**config.mk**
```make
export PLATFORM = sky130hd
export DESIGN_NAME = rvsm_scale
export DESIGN_NICKNAME = d
export VERILOG_FILES = /design/src/rtl/rvsm_pkg.sv /design/src/rtl/rvsm_scale.sv
export SDC_FILE = /design/constraint.sdc
export NUM_CORES = 1
export LEC_CHECK = 0
export ABC_AREA = 1
export BUFFER_PORTS_ARGS = -buffer_cell sky130_fd_sc_hd__buf_2
export CORE_MARGIN = 8
export CORE_UTILIZATION = 30
export DETAILED_ROUTE_END_ITERATION = 6
export HOLD_SLACK_MARGIN = 0.05
export SLEW_MARGIN = 10
export SYNTH_ARGS = -nofsm -noshare
export SYNTH_HDL_FRONTEND = slang
export SYNTH_SLANG_ARGS = --single-unit
```
**constraint.sdc**
```tcl
create_clock -name clk -period 2 [get_ports clk]
set_input_delay 0 -clock clk [delete_from_list [all_inputs] [get_ports clk]]
set_output_delay 0 -clock clk [all_outputs]
set_load 0.01 [all_outputs]
```
**src/rtl/rvsm_pkg.sv**
```systemverilog
// Shared constants, codes and interface types of the ramped volume sample mixer.
package rvsm_pkg;

    localparam int STORE_DEPTH    = 4096;
    localparam int INTERP_SHIFT   = 16;
    localparam int VOLUME_DIVISOR = 128;

    localparam int ADDR_W     = $clog2(STORE_DEPTH);
    localparam int FUNC_W     = 2;
    localparam int SADDR_W    = 12;
    localparam int SAMPLE_W   = 16;
    localparam int POS_W      = 44;
    localparam int FRAC_W     = 32;
    localparam int POS_INT_W  = POS_W - FRAC_W;
    localparam int ACC_W      = 32;
    localparam int VOL_W      = 32;
    localparam int MODE_W     = 3;
    localparam int CFG_IDX_W  = 3;
    localparam int CFG_DATA_W = 44;
    localparam int BLEND_W    = SAMPLE_W + INTERP_SHIFT + 2;

    localparam logic [FUNC_W-1:0] FUNC_LOAD  = 2'd0;
    localparam logic [FUNC_W-1:0] FUNC_BEGIN = 2'd1;
    localparam logic [FUNC_W-1:0] FUNC_MIX   = 2'd2;

    localparam logic [CFG_IDX_W-1:0] CFG_MIX_MODE   = 3'd0;
    localparam logic [CFG_IDX_W-1:0] CFG_POS_INC    = 3'd1;
    localparam logic [CFG_IDX_W-1:0] CFG_LVOL_START = 3'd2;
    localparam logic [CFG_IDX_W-1:0] CFG_RVOL_START = 3'd3;
    localparam logic [CFG_IDX_W-1:0] CFG_LVOL_STEP  = 3'd4;
    localparam logic [CFG_IDX_W-1:0] CFG_RVOL_STEP  = 3'd5;

    localparam logic [1:0] KIND_STEREO   = 2'd1;
    localparam logic [1:0] KIND_SURROUND = 2'd2;

    // modulo-depth reduction: values are biased by a multiple of the depth to stay positive
    localparam int WRAP_NEG_SPAN = 2 ** (POS_INT_W - 1);
    localparam int WRAP_OFS      = STORE_DEPTH * ((WRAP_NEG_SPAN + STORE_DEPTH - 1) / STORE_DEPTH);
    localparam int WRAP_MAX      = STORE_DEPTH + (2 ** POS_INT_W) - 1 + WRAP_OFS;
    localparam int WRAP_W        = $clog2(WRAP_MAX + 1);
    localparam int WRAP_QW       = $clog2(WRAP_MAX / STORE_DEPTH + 1);
    localparam int WRAP_KW       = (WRAP_QW > 1) ? $clog2(WRAP_QW) : 1;

    // truncating divide by reciprocal, one correction step
    localparam int DIV_LOG     = $clog2(VOLUME_DIVISOR);
    localparam int RECIP_SHIFT = 31 + DIV_LOG;
    localparam int DIV_W       = $clog2(VOLUME_DIVISOR + 1);
    localparam logic [63:0]      RECIP_FULL = (64'd1 << RECIP_SHIFT) / VOLUME_DIVISOR;
    localparam logic [VOL_W-1:0] RECIP_M    = VOL_W'(RECIP_FULL);
    localparam logic [DIV_W-1:0] DIV_K      = DIV_W'(VOLUME_DIVISOR);

    typedef enum logic [3:0] {
        ST_IDLE,
        ST_LOAD_WRAP,
        ST_BEGIN_WRAP,
        ST_MIX_RD0,
        ST_MIX_RD1,
        ST_MIX_BLEND,
        ST_MIX_INTERP,
        ST_MIX_SCALE_L,
        ST_MIX_SCALE_R,
        ST_MIX_WAIT,
        ST_RESULT
    } state_t;

    typedef struct packed {
        logic              start;
        logic [WRAP_W-1:0] value;
    } wrap_req_t;

    typedef struct packed {
        logic              busy;
        logic [ADDR_W-1:0] result;
    } wrap_rsp_t;

    typedef struct packed {
        logic                start;
        logic [VOL_W-1:0]    volume;
        logic [SAMPLE_W-1:0] sample;
    } scale_req_t;

    typedef struct packed {
        logic             done;
        logic [VOL_W-1:0] result;
    } scale_rsp_t;

endpackage

```
**src/rtl/rvsm_scale.sv**
```systemverilog
// Five-stage volume scaler: wrapped 32-bit product, then truncating divide by a constant.
module rvsm_scale (
    input  logic                clk,
    input  logic                rst_n,
    input  rvsm_pkg::scale_req_t req,
    output rvsm_pkg::scale_rsp_t rsp
);

    import rvsm_pkg::*;

    logic signed [VOL_W-1:0]          vol_s;
    logic signed [SAMPLE_W-1:0]       smp_s;
    logic signed [VOL_W+SAMPLE_W-1:0] prod_full;
    logic [2*VOL_W-1:0]               recip_full;
    logic [VOL_W+DIV_W-1:0]           qd_full;
    logic [VOL_W-1:0]                 rem;
    logic [VOL_W-1:0]                 q;

    logic [4:0]       vld_reg;
    logic [VOL_W-1:0] prod_reg;
    logic             neg2_reg, neg3_reg, neg4_reg;
    logic [VOL_W-1:0] mag2_reg, mag3_reg, mag4_reg;
    logic [VOL_W-1:0] qe3_reg, qe4_reg;
    logic [VOL_W-1:0] qd4_reg;
    logic [VOL_W-1:0] res_reg;

    assign vol_s      = req.volume;
    assign smp_s      = req.sample;
    assign prod_full  = vol_s * smp_s;
    assign recip_full = mag2_reg * RECIP_M;
    assign qd_full    = qe3_reg * DIV_K;
    assign rem        = mag4_reg - qd4_reg;
    assign q          = (rem >= VOL_W'(VOLUME_DIVISOR)) ? qe4_reg + 1'b1 : qe4_reg;

    always_ff @(posedge clk or negedge rst_n)
    begin
        if (!rst_n)
        begin
            vld_reg <= '0;
        end
        else
        begin
            vld_reg <= {vld_reg[3:0], req.start};
        end
    end

    always_ff @(posedge clk)
    begin
        prod_reg <= prod_full[VOL_W-1:0];
        neg2_reg <= prod_reg[VOL_W-1];
        mag2_reg <= prod_reg[VOL_W-1] ? (~prod_reg + 1'b1) : prod_reg;
        neg3_reg <= neg2_reg;
        mag3_reg <= mag2_reg;
        qe3_reg  <= VOL_W'(recip_full >> RECIP_SHIFT);
        neg4_reg <= neg3_reg;
        mag4_reg <= mag3_reg;
        qe4_reg  <= qe3_reg;
        qd4_reg  <= qd_full[VOL_W-1:0];
        res_reg  <= neg4_reg ? (~q + 1'b1) : q;
    end

    assign rsp.done   = vld_reg[4];
    assign rsp.result = res_reg;

endmodule

```
* After elaboration in Yosys (flattened, before gate mapping)
Cells that the tools add are included.
Widths: inputs -> output; s select.
** Storage, ports and cells
- Output and inout port bits :: 33
- Bits in registers :: 218
** Operators by class
- Multiply operators :: 1
- Add/subtract/negate cells :: 4
- Multiplexer cells :: 3
- $lt $le $gt $ge :: 1
- Bitwise logic cells :: 2
** Operators with widths (count)
- $add 32x1->32 const B :: 2
- $ge 32x8->1 const B :: 1
- $mul 32x16->32 :: 1
- $mux 32 :: 1
- $not 26->32 :: 1
- $not 32->32 :: 1
- $sub 32x32->32 :: 1
- $mux 31 :: 1
- $add 25x1->26 const B :: 1
- $mux 26 :: 1

* Depth between registers and ports, before layout
- Word-level depth :: 6
- Mapped depth :: 27
- Mapped depth without buffers :: 25

* Worst setup path after synthesis
Ideal clock, no wire load.
- Path type :: input to register
- Start point :: input port req[12] in the netlist's numbering
- End point :: register prod_reg[26]
- Setup time :: 0.120 ns
- Cell stages on the path :: 20
- Path slack :: -3.157 ns
- Arrival :: 5.038 ns
- Cell sequence :: clkbuf_1 > buf_1 > nand2_1 > fa_1 > inv_1 > fa_1 > fa_1 > fa_1 > fa_1 > inv_1 > fa_1 > inv_1 > ha_1 > a21oi_1 > o21ai_0 > a21oi_1 > nand3_1 > nand2_1 > nand2_1 > xor2_1
** Between the ends
- Word-level cells in the longest chain between the ends :: 1
** Ends and longest elaborated chain
- start: declaration :: line rvsm_scale.sv:5 : input rvsm_pkg::scale_req_t req,
- $mul 32x16->32 :: line rvsm_scale.sv:29 : assign prod_full = vol_s * smp_s;
- named net prod_full[26] :: line rvsm_scale.sv:13 : logic signed [VOL_W+SAMPLE_W-1:0] prod_full;
- end signal: assignment :: line rvsm_scale.sv:49 : prod_reg <= prod_full[VOL_W-1:0];
- end: declaration :: line rvsm_scale.sv:20 : logic [VOL_W-1:0] prod_reg;
The timed path passes the listed nets, and every way through them passes these cells.
A chain may end at the register's enable or synchronous reset.

* Worst setup path after layout
- Start point :: input port req[29] in the netlist's numbering
- End point :: register prod_reg[18]
Same word-level chain as after synthesis.

==> impl_metrics.ini <==
[logic_synthesis]
syn_nets = 2627
ys.flop_type = dfxtp_1
syn_area_sq_um = 17100
ys_ff_latch = 147
ys_types = 46
synth_edf_count = 0
avgSynthCellArea_sq_um = 7.87
async_flop_share_pct = 3.40
synth_seq_area_share_pct = 17.3
yosys_warnings = 0
synthCells = 2179

[global_routing]
busiest_layer = met2
grt_pass1_wl_microns = 73800
grt_max_degree = 18
track_usage_pct = 14.0
grtUsageMet3_pct = 1.92
grt.met1_usage_pct = 17.0
grt_pass1_vias = 15100
grt_util_met2_pct = 25.5
grt-ovfl-total = 0
antenna_found_initial = 0

[placed_design]
hpwl_microns = 36800
portBuffers = 83
place.gp.congestion = 0.876

[critical_path]
crit_arrival_ns = 4.96
worstPathCellList = buf_12 > buf_6 > nand2_2 > inv_2 > fa_1 > inv_2 > fa_2 > fa_2 > inv_2 > fa_2 > fa_1 > inv_1 > fa_1 > inv_2 > ha_4 > buf_12 > buf_6 > nand2_4 > nor2_1 > inv_1 > nor3_1 > a21o_1 > buf_4 > xor2_1
crit_slowest_cell = fa_2
critPathLaunchType = primary input
crit_path_frequent_cell = inv_2
cp.required_ns = 2.35
cp_slowest_stage_delay_ns = 0.58
endpoint_kind = register
path_class = primary input to register
path_max_fanout = 6

[sta]
fin_skew_ns = 0.0135
rsz0062_at_grt = true
max_freq_mhz = 217
tightest_slew_ns = 0.438
setup_violations = 28
holdWs_ns = 0.123
relSlewSlack_pct = 70.6
finalCritPeriodShare_pct = 231
period_needed_ns = 4.61
fin_ws_ns = -2.61
maxSlewViolCount = 0
hold_viol_final = 0

[layout]
fillerInstances = 5525
seq_area_sq_um = 2970
drive_gt1_share_pct = 28.8
syn2layout_area_growth_pct = 34.6
n_antenna_cell = 0
multi_input_area_sq_um = 13000
fin_nets = 2888

[cts]
insertion_delay_ns = 0.42
numCtsBuffers = 17
cts_tree = done
clk_pin_slew_ns = 0.06
clockRootBuffer = clkbuf_16
htreeDepth = 4
cts_sinks = 147
cts_buffer_depth = 2

[outcome]
violations = setup timing
outcome = complete, but fails checks

[route]
routed_wl_microns = 44800
drt_iter0_markers = 608
via_per_inst = 4.31
remaining_drc_errors = 0
drt_first_pass_iters = 7
wl_per_cell_microns = 14.0
num_vias = 13800
antenna_left = 0

[floorplan]
io_pins = 84
core_sq_um = 56500
dieHeight_microns = 255
start_util_pct = 30.4
rows = 87
dieArea_sq_um = 65100
die_x_microns = 255

[flow_run]
cap_violations = 0

[min_path]
hold_path.class = primary input to register
-- routing by layer --
| layer | vias up | wire [microns] |
|---|---|---|
| met4 | 0 | 1370 |
| met3 | 76 | 2190 |
| met5 | - | 0 |
| met1 | 6759 | 18800 |
| met2 | 344 | 22400 |
| li1 | 6640 | - |
-- path summary, 6_finish.rpt --
check | from | endpoint | slack (ns) | cells after the start
max in group asynchronous | rst_n | vld_reg[1]$_DFF_PN0_ | 1.30 | 3
setup / recovery | req[29] | prod_reg[18]$_DFF_P_ | -2.61 | 24
hold / removal | req[16] | prod_reg[0]$_DFF_P_ | 0.12 | 4
min in group asynchronous | rst_n | vld_reg[4]$_DFF_PN0_ | 0.51 | 3
setup reg to reg | mag4_reg[7]$_DFF_P_ | res_reg[24]$_DFF_P_ | 0.20 | 10
hold reg to reg | mag3_reg[12]$_DFF_P_ | mag4_reg[12]$_DFF_P_ | 0.32 | 0
-- logic make-up (layout without fill, tap and decap cells) --
family / count (synthesis) / in the layout / synth area share (%)
AO/OA/AOI/OAI: 91 / 91 / 3.04
XOR/XNOR: 68 / 68 / 3.47
adder cells (fa/ha/maj): 397 / 397 / 42.3
buffers and inverters: 747 / 1021 / 16.5
flip-flops: 147 / 147 / 17.3
AND/OR/NAND/NOR: 729 / 729 / 17.4
-- area by class of cell --
cell class,instances,share of cell area [%]
clock buffer,19,1.92
clock inverter,13,0.629
timing repair inverter,1,0.0325
sequential,147,12.9
inverter,663,10.9
multi-input combinational,1285,56.3
tap,756,4.10
timing repair buffer,325,13.4
-- layout by cell type (no fill, tap or decap), types with 6 or more instances in the layout --
master       n
nand2_2     41
ha_1        47
nand2_1    479
a21oi_1     18
inv_1      571
buf_6       56
nor2_1      61
xor2_1      44
nand2_4     39
clkbuf_16   19
buf_4      173
inv_2       85
fa_1       275
buf_12      21
a21oi_4     11
xnor2_1     16
o21ai_0     14
o21ai_1      8
ha_4        44
a21oi_2     13
nand4_1      6
fa_2        29
nand3_1     36
nor2_4      15
buf_2       47
buf_8       12
o21ai_2     10
nand3_2     13
nor3_4       7
dfxtp_1    142
-- cell usage after synthesis (6+ instances only) --
cell	n	area [sq um]
a21oi_1	41	205
buf_1	6	22.5
buf_2	7	35.0
clkbuf_1	66	248
dfxtp_1	142	2840
fa_1	304	6090
ha_1	93	1160
inv_1	662	2480
nand2_1	559	2100
nand3_1	48	240
nand4_1	6	37.5
nor2_1	78	293
nor3_1	13	65.1
o21ai_0	27	135
xnor2_1	19	166
xor2_1	49	429
-- worst max-delay path: cells and delay by family --
family          cells  cell delay (ns)
xor+xnor            1             0.14
fa+ha+maj           7             3.36
simple gates        4             0.40
buf+inv            11             0.86
compound gates      1             0.19
-- metrics by stage --
step / utilization [%] / worst slack [ns] / setup TNS [ns] / instance area [sq um] / std cells
2_1_floorplan: - / -2.64 / -60.76 / 18500 / 2179
3_3_place_gp: 36.4 / -3.32 / -78.65 / 20500 / 3124
3_5_place_dp: 36.4 / -3.33 / -79.40 / 20500 / 3124
4_1_cts: 39.0 / -2.60 / -59.77 / 22000 / 3179
5_1_grt: 40.9 / -2.76 / -64.54 / 23100 / 3209
6_report: 40.9 / -2.61 / -60.74 / 23100 / 3209
-- repair_timing --
| action | 4_1_cts | 5_1_grt |
|---|---|---|
| pin swaps | 87 | 148 |
| hold buffers | 3 | 0 |
| gates cloned | 5 | 2 |
| hold endpoints to repair | 6 | 0 |
| buffers inserted | 15 | 36 |
| gates resized for setup | 171 | 222 |
| endpoints found under the setup margin | 28 | 28 |
Power is not shown: default switching activity piles up to over one toggle a cycle in this logic, so the estimate is an artifact.
