<file path="src/rtl/rvsm_pkg.sv">
// Shared constants, codes and interface types of the ramped volume sample mixer.
package rvsm_pkg;

    localparam int STORE_DEPTH    = 4096;
    localparam int INTERP_SHIFT   = 16;
    localparam int VOLUME_DIVISOR = 128;

    localparam int ADDR_W     = $clog2(STORE_DEPTH);
    localparam int FUNC_W     = 2;
    localparam int SADDR_W    = 12;
    localparam int SAMPLE_W   = 16;
    localparam int POS_W      = 44;
    localparam int FRAC_W     = 32;
    localparam int POS_INT_W  = POS_W - FRAC_W;
    localparam int ACC_W      = 32;
    localparam int VOL_W      = 32;
    localparam int MODE_W     = 3;
    localparam int CFG_IDX_W  = 3;
    localparam int CFG_DATA_W = 44;
    localparam int BLEND_W    = SAMPLE_W + INTERP_SHIFT + 2;

    localparam logic [FUNC_W-1:0] FUNC_LOAD  = 2'd0;
    localparam logic [FUNC_W-1:0] FUNC_BEGIN = 2'd1;
    localparam logic [FUNC_W-1:0] FUNC_MIX   = 2'd2;

    localparam logic [CFG_IDX_W-1:0] CFG_MIX_MODE   = 3'd0;
    localparam logic [CFG_IDX_W-1:0] CFG_POS_INC    = 3'd1;
    localparam logic [CFG_IDX_W-1:0] CFG_LVOL_START = 3'd2;
    localparam logic [CFG_IDX_W-1:0] CFG_RVOL_START = 3'd3;
    localparam logic [CFG_IDX_W-1:0] CFG_LVOL_STEP  = 3'd4;
    localparam logic [CFG_IDX_W-1:0] CFG_RVOL_STEP  = 3'd5;

    localparam logic [1:0] KIND_STEREO   = 2'd1;
    localparam logic [1:0] KIND_SURROUND = 2'd2;

    // modulo-depth reduction: values are biased by a multiple of the depth to stay positive
    localparam int WRAP_NEG_SPAN = 2 ** (POS_INT_W - 1);
    localparam int WRAP_OFS      = STORE_DEPTH * ((WRAP_NEG_SPAN + STORE_DEPTH - 1) / STORE_DEPTH);
    localparam int WRAP_MAX      = STORE_DEPTH + (2 ** POS_INT_W) - 1 + WRAP_OFS;
    localparam int WRAP_W        = $clog2(WRAP_MAX + 1);
    localparam int WRAP_QW       = $clog2(WRAP_MAX / STORE_DEPTH + 1);
    localparam int WRAP_KW       = (WRAP_QW > 1) ? $clog2(WRAP_QW) : 1;

    // truncating divide by reciprocal, one correction step
    localparam int DIV_LOG     = $clog2(VOLUME_DIVISOR);
    localparam int RECIP_SHIFT = 31 + DIV_LOG;
    localparam int DIV_W       = $clog2(VOLUME_DIVISOR + 1);
    localparam logic [63:0]      RECIP_FULL = (64'd1 << RECIP_SHIFT) / VOLUME_DIVISOR;
    localparam logic [VOL_W-1:0] RECIP_M    = VOL_W'(RECIP_FULL);
    localparam logic [DIV_W-1:0] DIV_K      = DIV_W'(VOLUME_DIVISOR);

    typedef enum logic [3:0] {
        ST_IDLE,
        ST_LOAD_WRAP,
        ST_BEGIN_WRAP,
        ST_MIX_RD0,
        ST_MIX_RD1,
        ST_MIX_BLEND,
        ST_MIX_INTERP,
        ST_MIX_SCALE_L,
        ST_MIX_SCALE_R,
        ST_MIX_WAIT,
        ST_RESULT
    } state_t;

    typedef struct packed {
        logic              start;
        logic [WRAP_W-1:0] value;
    } wrap_req_t;

    typedef struct packed {
        logic              busy;
        logic [ADDR_W-1:0] result;
    } wrap_rsp_t;

    typedef struct packed {
        logic                start;
        logic [VOL_W-1:0]    volume;
        logic [SAMPLE_W-1:0] sample;
    } scale_req_t;

    typedef struct packed {
        logic             done;
        logic [VOL_W-1:0] result;
    } scale_rsp_t;

endpackage

</file>
<file path="src/rtl/rvsm_wrap.sv">
// Iterative modulo-depth reducer: one conditional subtract of a shifted depth per cycle.
module rvsm_wrap (
    input  logic               clk,
    input  logic               rst_n,
    input  rvsm_pkg::wrap_req_t req,
    output rvsm_pkg::wrap_rsp_t rsp
);

    import rvsm_pkg::*;

    logic [WRAP_W-1:0]  x_reg, x_next;
    logic [WRAP_KW-1:0] k_reg, k_next;
    logic               busy_reg, busy_next;
    logic [WRAP_W-1:0]  dsh;

    always_comb
    begin
        dsh       = WRAP_W'(STORE_DEPTH) << k_reg;
        x_next    = x_reg;
        k_next    = k_reg;
        busy_next = busy_reg;
        if (req.start)
        begin
            x_next    = req.value;
            k_next    = WRAP_KW'(WRAP_QW - 1);
            busy_next = 1'b1;
        end
        else if (busy_reg)
        begin
            if (x_reg >= dsh)
            begin
                x_next = x_reg - dsh;
            end
            if (k_reg == '0)
            begin
                busy_next = 1'b0;
            end
            else
            begin
                k_next = k_reg - 1'b1;
            end
        end
    end

    always_ff @(posedge clk or negedge rst_n)
    begin
        if (!rst_n)
        begin
            busy_reg <= 1'b0;
            k_reg    <= '0;
        end
        else
        begin
            busy_reg <= busy_next;
            k_reg    <= k_next;
        end
    end

    always_ff @(posedge clk)
    begin
        x_reg <= x_next;
    end

    assign rsp.busy   = busy_reg;
    assign rsp.result = x_reg[ADDR_W-1:0];

endmodule

</file>
<file path="config.mk">
export PLATFORM = sky130hd
export DESIGN_NAME = rvsm_wrap
export DESIGN_NICKNAME = d
export VERILOG_FILES = /design/src/rtl/rvsm_pkg.sv /design/src/rtl/rvsm_wrap.sv
export SDC_FILE = /design/constraint.sdc
export NUM_CORES = 1
export LEC_CHECK = 0
export BUFFER_PORTS_ARGS = -buffer_cell sky130_fd_sc_hd__buf_2
export CORE_MARGIN = 5
export CORE_UTILIZATION = 50
export CTS_BUF_LIST = sky130_fd_sc_hd__clkbuf_4 sky130_fd_sc_hd__clkbuf_8
export DETAILED_ROUTE_END_ITERATION = 12
export MAX_ROUTING_LAYER = met4
export PLACE_DENSITY_LB_ADDON = 0.2
export SETUP_SLACK_MARGIN = 0.2
export SLEW_MARGIN = 40
export SYNTH_ARGS = -nofsm -noshare
export SYNTH_HDL_FRONTEND = slang
export SYNTH_SLANG_ARGS = --single-unit
</file>
<file path="constraint.sdc">
create_clock -name clk -period 1.9 [get_ports clk]
set_input_delay 0.19 -clock clk [delete_from_list [all_inputs] [get_ports clk]]
set_output_delay 0.19 -clock clk [all_outputs]
set_load 0.02 [all_outputs]
</file>
# ---- Yosys cells after proc, flatten, opt, wreduce, memory -nomap -nowiden
# Index checks and enable logic that the tools add are counted.
dict set report op_classes {
  add_sub_neg 2
  order_cmp 1
  shift 1
  mux 9
  n_reduce_logical 3
}
# operator count
set ops {}
lappend ops {{14-bit 2-to-1 mux} 3}
lappend ops {{14-bit >= comparator} 1}
lappend ops {{13-bit by 1-bit << shifter with 14-bit output (first input constant)} 1}
lappend ops {{14-bit subtractor} 1}
lappend ops {{1-bit 2-to-1 mux} 6}
lappend ops {{2-bit nonzero test} 2}
lappend ops {{2-bit AND reduction} 1}
lappend ops {{1-bit subtractor (second input constant)} 1}
dict set report totals {
  ff_bits 16
  inputBits 17
  output_inout_bits 13
}

# ---- Depth between registers and ports, before layout
# Gate-level depths: netlist of run 1.
dict set report depth {
  ltp_word 5
  ltp_mapped 4
  mapped_depth_nobuf 4
}

# ---- Least setup slack after synthesis of run 1
# Ideal clock, no wire load.
dict set report synth_timing {
  path_type {reg2reg}
  startpoint {register k_reg}
  endpoint {register x_reg[10], enable pin}
  setup_time_ns 0.322
  arrival_ns 1.070
  required_ns 1.578
  path_slack_ns 0.508
  path_stages_with_launch 4
  synth_period_minus_slack_ns 1.392
  cell_sequence {dfrtp_1 ha_1 o211ai_1 nand2_1}
}
dict set report synth_via {
  elab_chain_len 4
}
# element line_no
set synth_rtl {}
lappend synth_rtl {{from (decl)} rvsm_wrap.sv:12} ;# logic [WRAP_KW-1:0] k_reg, k_next;
lappend synth_rtl {{from (signal assigned)} rvsm_wrap.sv:55} ;# k_reg <= k_next;
lappend synth_rtl {{13-bit by 1-bit << shifter with 14-bit output} rvsm_wrap.sv:18} ;# dsh = WRAP_W'(STORE_DEPTH) << k_reg;
lappend synth_rtl {{14-bit >= comparator} rvsm_wrap.sv:30} ;# if (x_reg >= dsh)
lappend synth_rtl {{2-bit nonzero test (no line)} n/a}
lappend synth_rtl {{2-bit AND reduction (no line)} n/a}
lappend synth_rtl {{to (signal assigned)} rvsm_wrap.sv:61} ;# x_reg <= x_next;
lappend synth_rtl {{to (decl)} rvsm_wrap.sv:11} ;# logic [WRAP_W-1:0] x_reg, x_next;
# No other way between the ends.
# A chain may end at the register's enable or synchronous reset.

# ---- Final worst setup path of run 1
dict set report layout_timing {
  startpoint {register k_reg}
  endpoint {register x_reg[3], enable pin}
}
# Same word-level chain as after synthesis.

==> reports/qor.csv, run 1 <==
metric,value,unit
fmax,641,MHz
power.density,1030,nW/um^2
first_global_vias,476,
place_inst,87,
timing.final.ws_setup,339,ps
die_x,50.5,um
rr_worst_depth,4,
final.period_utilization,82.1,%
start_util,53.8,%
viasPerCell,4.88,
setup_violations,0,
drt-total-wl,1230,um
drtIter0Drc,4,
pre_cts_slack,317,ps
overflow,0,
ctsRootBufferMaster,clkbuf_4,
r2r_start,k_reg$_DFFE_PN0N_,
fin_cells,92,
drc,0,
drv_cap,0,
ys_ff_latch,16,
hold_viol,0,
syn_nets,77,
ys_warn_count,0,
cts_max_path_buffers,2,
gr-usage-met2,16.9,%
r2r-end,x_reg[3]$_DFFE_PP_,
gp_congestion,0.686,
muxShareOfSynthArea,14.0,%
ys_seq_area_share,57.4,%
tns,0,ps
slowest_delay,390,ps
crit_family,flip-flops,
tightest_slew,463,ps
status,completed,
hold_start,req[1],
nets,96,
syn_area,820,um^2
pwr-share-seq,53.1,%
synth-simple-area-share,3.82,%
diodes,0,
dieArea,2550,um^2
min_period,1560,ps
p_leak,0.399,nW
cp_slowest_cell,dfrtp_1,
syn_to_final_growth,9.47,%
ioPinCount,30,
post_cts_buffers,0,
whs_endpoint,x_reg[1]$_DFFE_PP_,
routed-via-count,449,
met3_usage,2.96,%
grt_busiest_layer,met2,
end_kind,flip-flop,
critPathKind,reg2reg,
clk_latency,280,ps
drive_above_1_share,55.3,%
grt_usage,11.1,%
cts_buffers,3,
switching_power,267,uW
ant_nets,0,
dr.pass1.iters,2,
worstPathCellList,"inv_1, ha_1, o211ai_1, nand2_1",
required,1830,ps
synth_top_family_by_area,buffers and inverters,
power.total,926,uW
p_sw_share,28.8,%
cts_max_level,1,
p_int,659,uW
core-area,1520,um^2
place_area,857,um^2
grt_pass1_wl,2090,um
largest_reg_flops,14,
path_max_fanout,11,
whs,196,ps
utilization,58.9,%
met1_usage,13.1,%
hp-class,in2reg,
critPathBufInv,1,
die_y,50.5,um
clkPwrFrac,21.3,%
synth_fa_ha_area_share,3.05,%
clk_pin_slew,80,ps
comb_power_share,25.6,%
ys_types,20,
skew,10.4,ps
io_buffers,29,
syn-mean-instance-area,14.1,um^2
stdcell_area,897,um^2
crit_arrival,1490,ps
min_path_cells,2,
synthesis.instances,58,
synth-xor-area-share,0,%
slew_headroom,69.0,%
startpoint_type,flip-flop,
rsz0062_at_grt,false,
num_rows,14,
vdd_drop_max,0.542,mV
clock-sinks,16,
routedWlPerCell,13.3,um
grt_max_degree,22,
synth_compound_area_share,5.19,%
maxSlewViolCount,0,
antenna_found_initial,0,
cts_tree,done,
fillers,133,
ff2ff_setup_slack,340,ps
## how the worst max path moves through the flow
| stage | slack [ps] | cells past startpoint | endpoint | from |
|---|---|---|---|---|
| after floorplan | 510 | 3 | x_reg[10]$_DFFE_PP_ | k_reg$_DFFE_PN0N_ |
| after global placement | 380 | 3 | x_reg[7]$_DFFE_PP_ | k_reg$_DFFE_PN0N_ |
| after detailed placement | 320 | 4 | x_reg[7]$_DFFE_PP_ | k_reg$_DFFE_PN0N_ |
| after CTS | 320 | 4 | x_reg[8]$_DFFE_PP_ | k_reg$_DFFE_PN0N_ |
| after global routing | 220 | 4 | x_reg[8]$_DFFE_PP_ | k_reg$_DFFE_PN0N_ |
| final | 340 | 4 | x_reg[3]$_DFFE_PP_ | k_reg$_DFFE_PN0N_ |
## timing repair
item,CTS,global route
gates resized for setup,0,0
hold buffers,1,0
endpoints found under the hold margin,2,0
## metal layers
metal	wire length, um	up-vias
met5	0	-
met4	12	0
met3	104	2
met2	606	14
met1	503	204
li1	-	229
## cells by family (layout without fill, tap and decap cells)
family / count (synthesis) / after routing
DFF: 16 / 16
AOI/OAI and AO/OA: 6 / 6
and+or+nand+nor: 6 / 6
muxes: 10 / 10
adders and majority gates: 2 / 2
buffers and inverters: 18 / 36
## synthesized netlist by cell type (all sizes together)
master | number | area [um^2]
a21o | 1 | 7.51
a21oi | 1 | 5.00
and2 | 3 | 18.8
buf | 15 | 124
clkbuf | 1 | 3.75
dfrtp | 2 | 50.1
edfxtp | 14 | 420
ha | 2 | 25.0
inv | 2 | 7.51
mux2 | 9 | 105
mux2i | 1 | 10.0
nand2 | 2 | 7.51
nor3 | 1 | 5.00
o211ai | 1 | 7.51
o21a | 1 | 7.51
o21bai | 1 | 7.51
o31ai | 1 | 7.51
## power by group through the flow
stage | combinational (mW) | sequential (mW) | clock, mW
2_1_floorplan | 0.229 | 0.493 | 0
3_3_place_gp | 0.234 | 0.496 | 0
3_5_place_dp | 0.239 | 0.500 | 0
4_1_cts | 0.241 | 0.492 | 0.198
5_1_grt | 0.257 | 0.501 | 0.221
6_report | 0.237 | 0.492 | 0.197
## cells in the final DEF, fill, tap and decap left out
cell type	instances
o211ai_1	1
a21o_1	1
edfxtp_1	14
clkbuf_4	4
o21a_1	1
and2_1	3
mux2i_1	1
dlygate4sd3_1	1
a21oi_1	1
ha_1	2
buf_2	29
dfrtp_1	2
inv_1	2
nor3_1	1
nand2_1	2
o31ai_1	1
o21bai_1	1
mux2_2	8
mux2_4	1
## worst register-to-register path: stages, from the launching register on
cell      delay, ps
dfrtp_1         390
inv_1            70
ha_1            310
o211ai_1         90
nand2_1         360
## area by class of cell
| class | count | area, um^2 | area share [%] |
|---|---|---|---|
| sequential | 16 | 470 | 52.4 |
| timing repair buffer | 30 | 155 | 17.3 |
| inverter | 2 | 7.51 | 0.837 |
| multi-input combinational | 24 | 214 | 23.8 |
| clock buffer | 4 | 30.0 | 3.35 |
| tap | 16 | 20.0 | 2.23 |
No activity file was read; power rests on OpenSTA's default activity.
==> run 2, diff against run 1 <==
--- a/config.mk
+++ b/config.mk
@@ -7,7 +7,7 @@
 export LEC_CHECK = 0
 export BUFFER_PORTS_ARGS = -buffer_cell sky130_fd_sc_hd__buf_2
 export CORE_MARGIN = 5
-export CORE_UTILIZATION = 50
+export CORE_UTILIZATION = 45
 export CTS_BUF_LIST = sky130_fd_sc_hd__clkbuf_4 sky130_fd_sc_hd__clkbuf_8
 export DETAILED_ROUTE_END_ITERATION = 12
 export MAX_ROUTING_LAYER = met4
==> constraint.sdc (replaced) <==
create_clock -name clk -period 1.25 [get_ports clk]
set_input_delay 0.125 -clock clk [delete_from_list [all_inputs] [get_ports clk]]
set_output_delay 0.125 -clock clk [all_outputs]
set_load 0.02 [all_outputs]
==> run 2 against run 1 <==
Against the previous run:
- the flow now finishes with violations (setup timing)
- via count grew 7.6%
- largest power group unchanged
- combinational power grew 100%
- final area grew 9.9%
==> reports/qor.csv, run 2 (synthesized netlist as in run 1, its figures left out) <==
metric,value,unit,change
final_common_cell,buf_2,,
slowest_delay,430,ps,+40 ps
fmax,726,MHz,+13%
dr.pass1.iters,1,,-1
startpoint_type,flip-flop,,
min_period,1380,ps,-183 ps
gp_congestion,0.706,,+2.9%
power.density,1510,nW/um^2,+46%
ant_nets,0,,unchanged
hp-class,in2reg,,
regArea,472,um^2,+0.27%
end_kind,flip-flop,,
cts_max_path_buffers,2,,unchanged
io_buffers,29,,unchanged
overflow,0,,unchanged
maxSlewViolCount,0,,unchanged
die_x,52.7,um,+4.3%
tightest_slew,254,ps,-210 ps
vdd_drop_max,0.782,mV,+44%
utilization,57.1,%,-1.8 points
post-dp-hpwl,937,um,
timing.final.ws_setup,-128,ps,-467 ps
viasPerCell,4.56,,-6.6%
drt-total-wl,1240,um,+0.98%
syn_to_final_growth,20.3,%,
dieArea,2770,um^2,+8.9%
cts_tree,done,,
drtIter0Drc,0,,-4
cts_max_level,1,,unchanged
ioPinCount,30,,unchanged
grt_pass1_wl,1910,um,-8.6%
drv_cap,0,,unchanged
critPathKind,reg2reg,,
diodes,0,,unchanged
critPathBufInv,0,,-1
drive_above_1_share,64.2,%,+8.9 points
die_y,52.7,um,+4.3%
worstPathCellList,"ha_4, o211ai_1, nand2_2",,
power.total,1.49,mW,+61%
whs,129,ps,-66.8 ps
cts_buffers,3,,unchanged
hold_start,req[13],,
ctsRootBufferMaster,clkbuf_4,,
largest_reg_flops,14,,unchanged
clock-sinks,16,,unchanged
layout_common_cells,"29 x buf_2, 14 x edfxtp_1, 8 x mux2_2",,
hold_viol,0,,unchanged
first_global_vias,454,,-4.6%
crit_arrival,1360,ps,-130 ps
cp_slowest_cell,edfxtp_1,,
nets,101,,+5.2%
skew,1.92,ps,-8.45 ps
final.period_utilization,110,%,+28 points
r2r_start,x_reg[12]$_DFFE_PP_,,
start_util,47.5,%,-6.3 points
tns,-1580,ps,-1580 ps
rsz0062_at_grt,true,,
drc,0,,unchanged
clk_latency,270,ps,about the same
routed-via-count,483,,+7.6%
grt_usage,9.97,%,-1.1 points
antenna_found_initial,0,,unchanged
status,finished with violations,,
multi_input_comb_area,253,um^2,+18%
clk_pin_slew,80,ps,about the same
violations,setup timing,,
num_rows,15,,+1
routedWlPerCell,11.7,um,-12%
setup_violations,13,,+13
crit_family,flip-flops,,
core-area,1730,um^2,+13%
grt_max_degree,12,,-45%
slew_headroom,83.0,%,+14 points
p_leak,0.421,nW,+5.7%
startpoint,x_reg[12]$_DFFE_PP_,,
path_max_fanout,11,,unchanged
required,1230,ps,-600 ps
fillers,165,,+24%
## run 2: metrics by stage
stage	cells	cell area, um^2	setup slack [ps]
2_1_floorplan	58	847	-54.2
3_3_place_gp	99	918	-125
3_5_place_dp	99	918	-144
4_1_cts	104	963	-155
5_1_grt	106	986	-226
6_report	106	986	-128
## run 2: final timing paths
kind	to	slack, ps	cells past startpoint
max	x_reg[8]$_DFFE_PP_	-130	3
min	x_reg[13]$_DFFE_PP_	130	3
max reg2reg	x_reg[8]$_DFFE_PP_	-130	3
min reg2reg	k_reg$_DFFE_PN0N_	520	1
max in group asynchronous	k_reg$_DFFE_PN0N_	980	2
min in group asynchronous	k_reg$_DFFE_PN0N_	160	2
## run 2: timing repair
item	4_1_cts	5_1_grt
setup buffers	0	2
cloned	0	0
resized for setup	2	2
hold buffers	1	0
endpoints found under the hold margin	2	0
setup endpoints to repair	13	13
pin swaps	3	1
## run 2: area by class of cell
type                       count  area share (%)
clock buffer                   3            2.28
clock inverter                 1           0.381
inverter                       2           0.761
multi-input combinational     24            25.6
sequential                    16            47.8
tap                           25            3.17
timing repair buffer          35            19.9
## run 2: report_power, final
part	switching [mW]	total [mW]	internal, mW
combinational	0.248	0.481	0.233
sequential	0.0471	0.755	0.708
clock	0.136	0.252	0.115
## run 2: worst register-to-register path, cell delays in order, from the launching register on
cell and delay [ps]:
edfxtp_1 430, ha_4 260, o211ai_1 190, nand2_2 200
## run 2: layer usage
layer	vias to the layer above	global-route usage (%)	wire length [um]
met3	2	4.27	71
met4	0	3.83	13
met2	14	16.7	640
li1	241	-	-
met1	226	10.3	513
met5	-	-	0
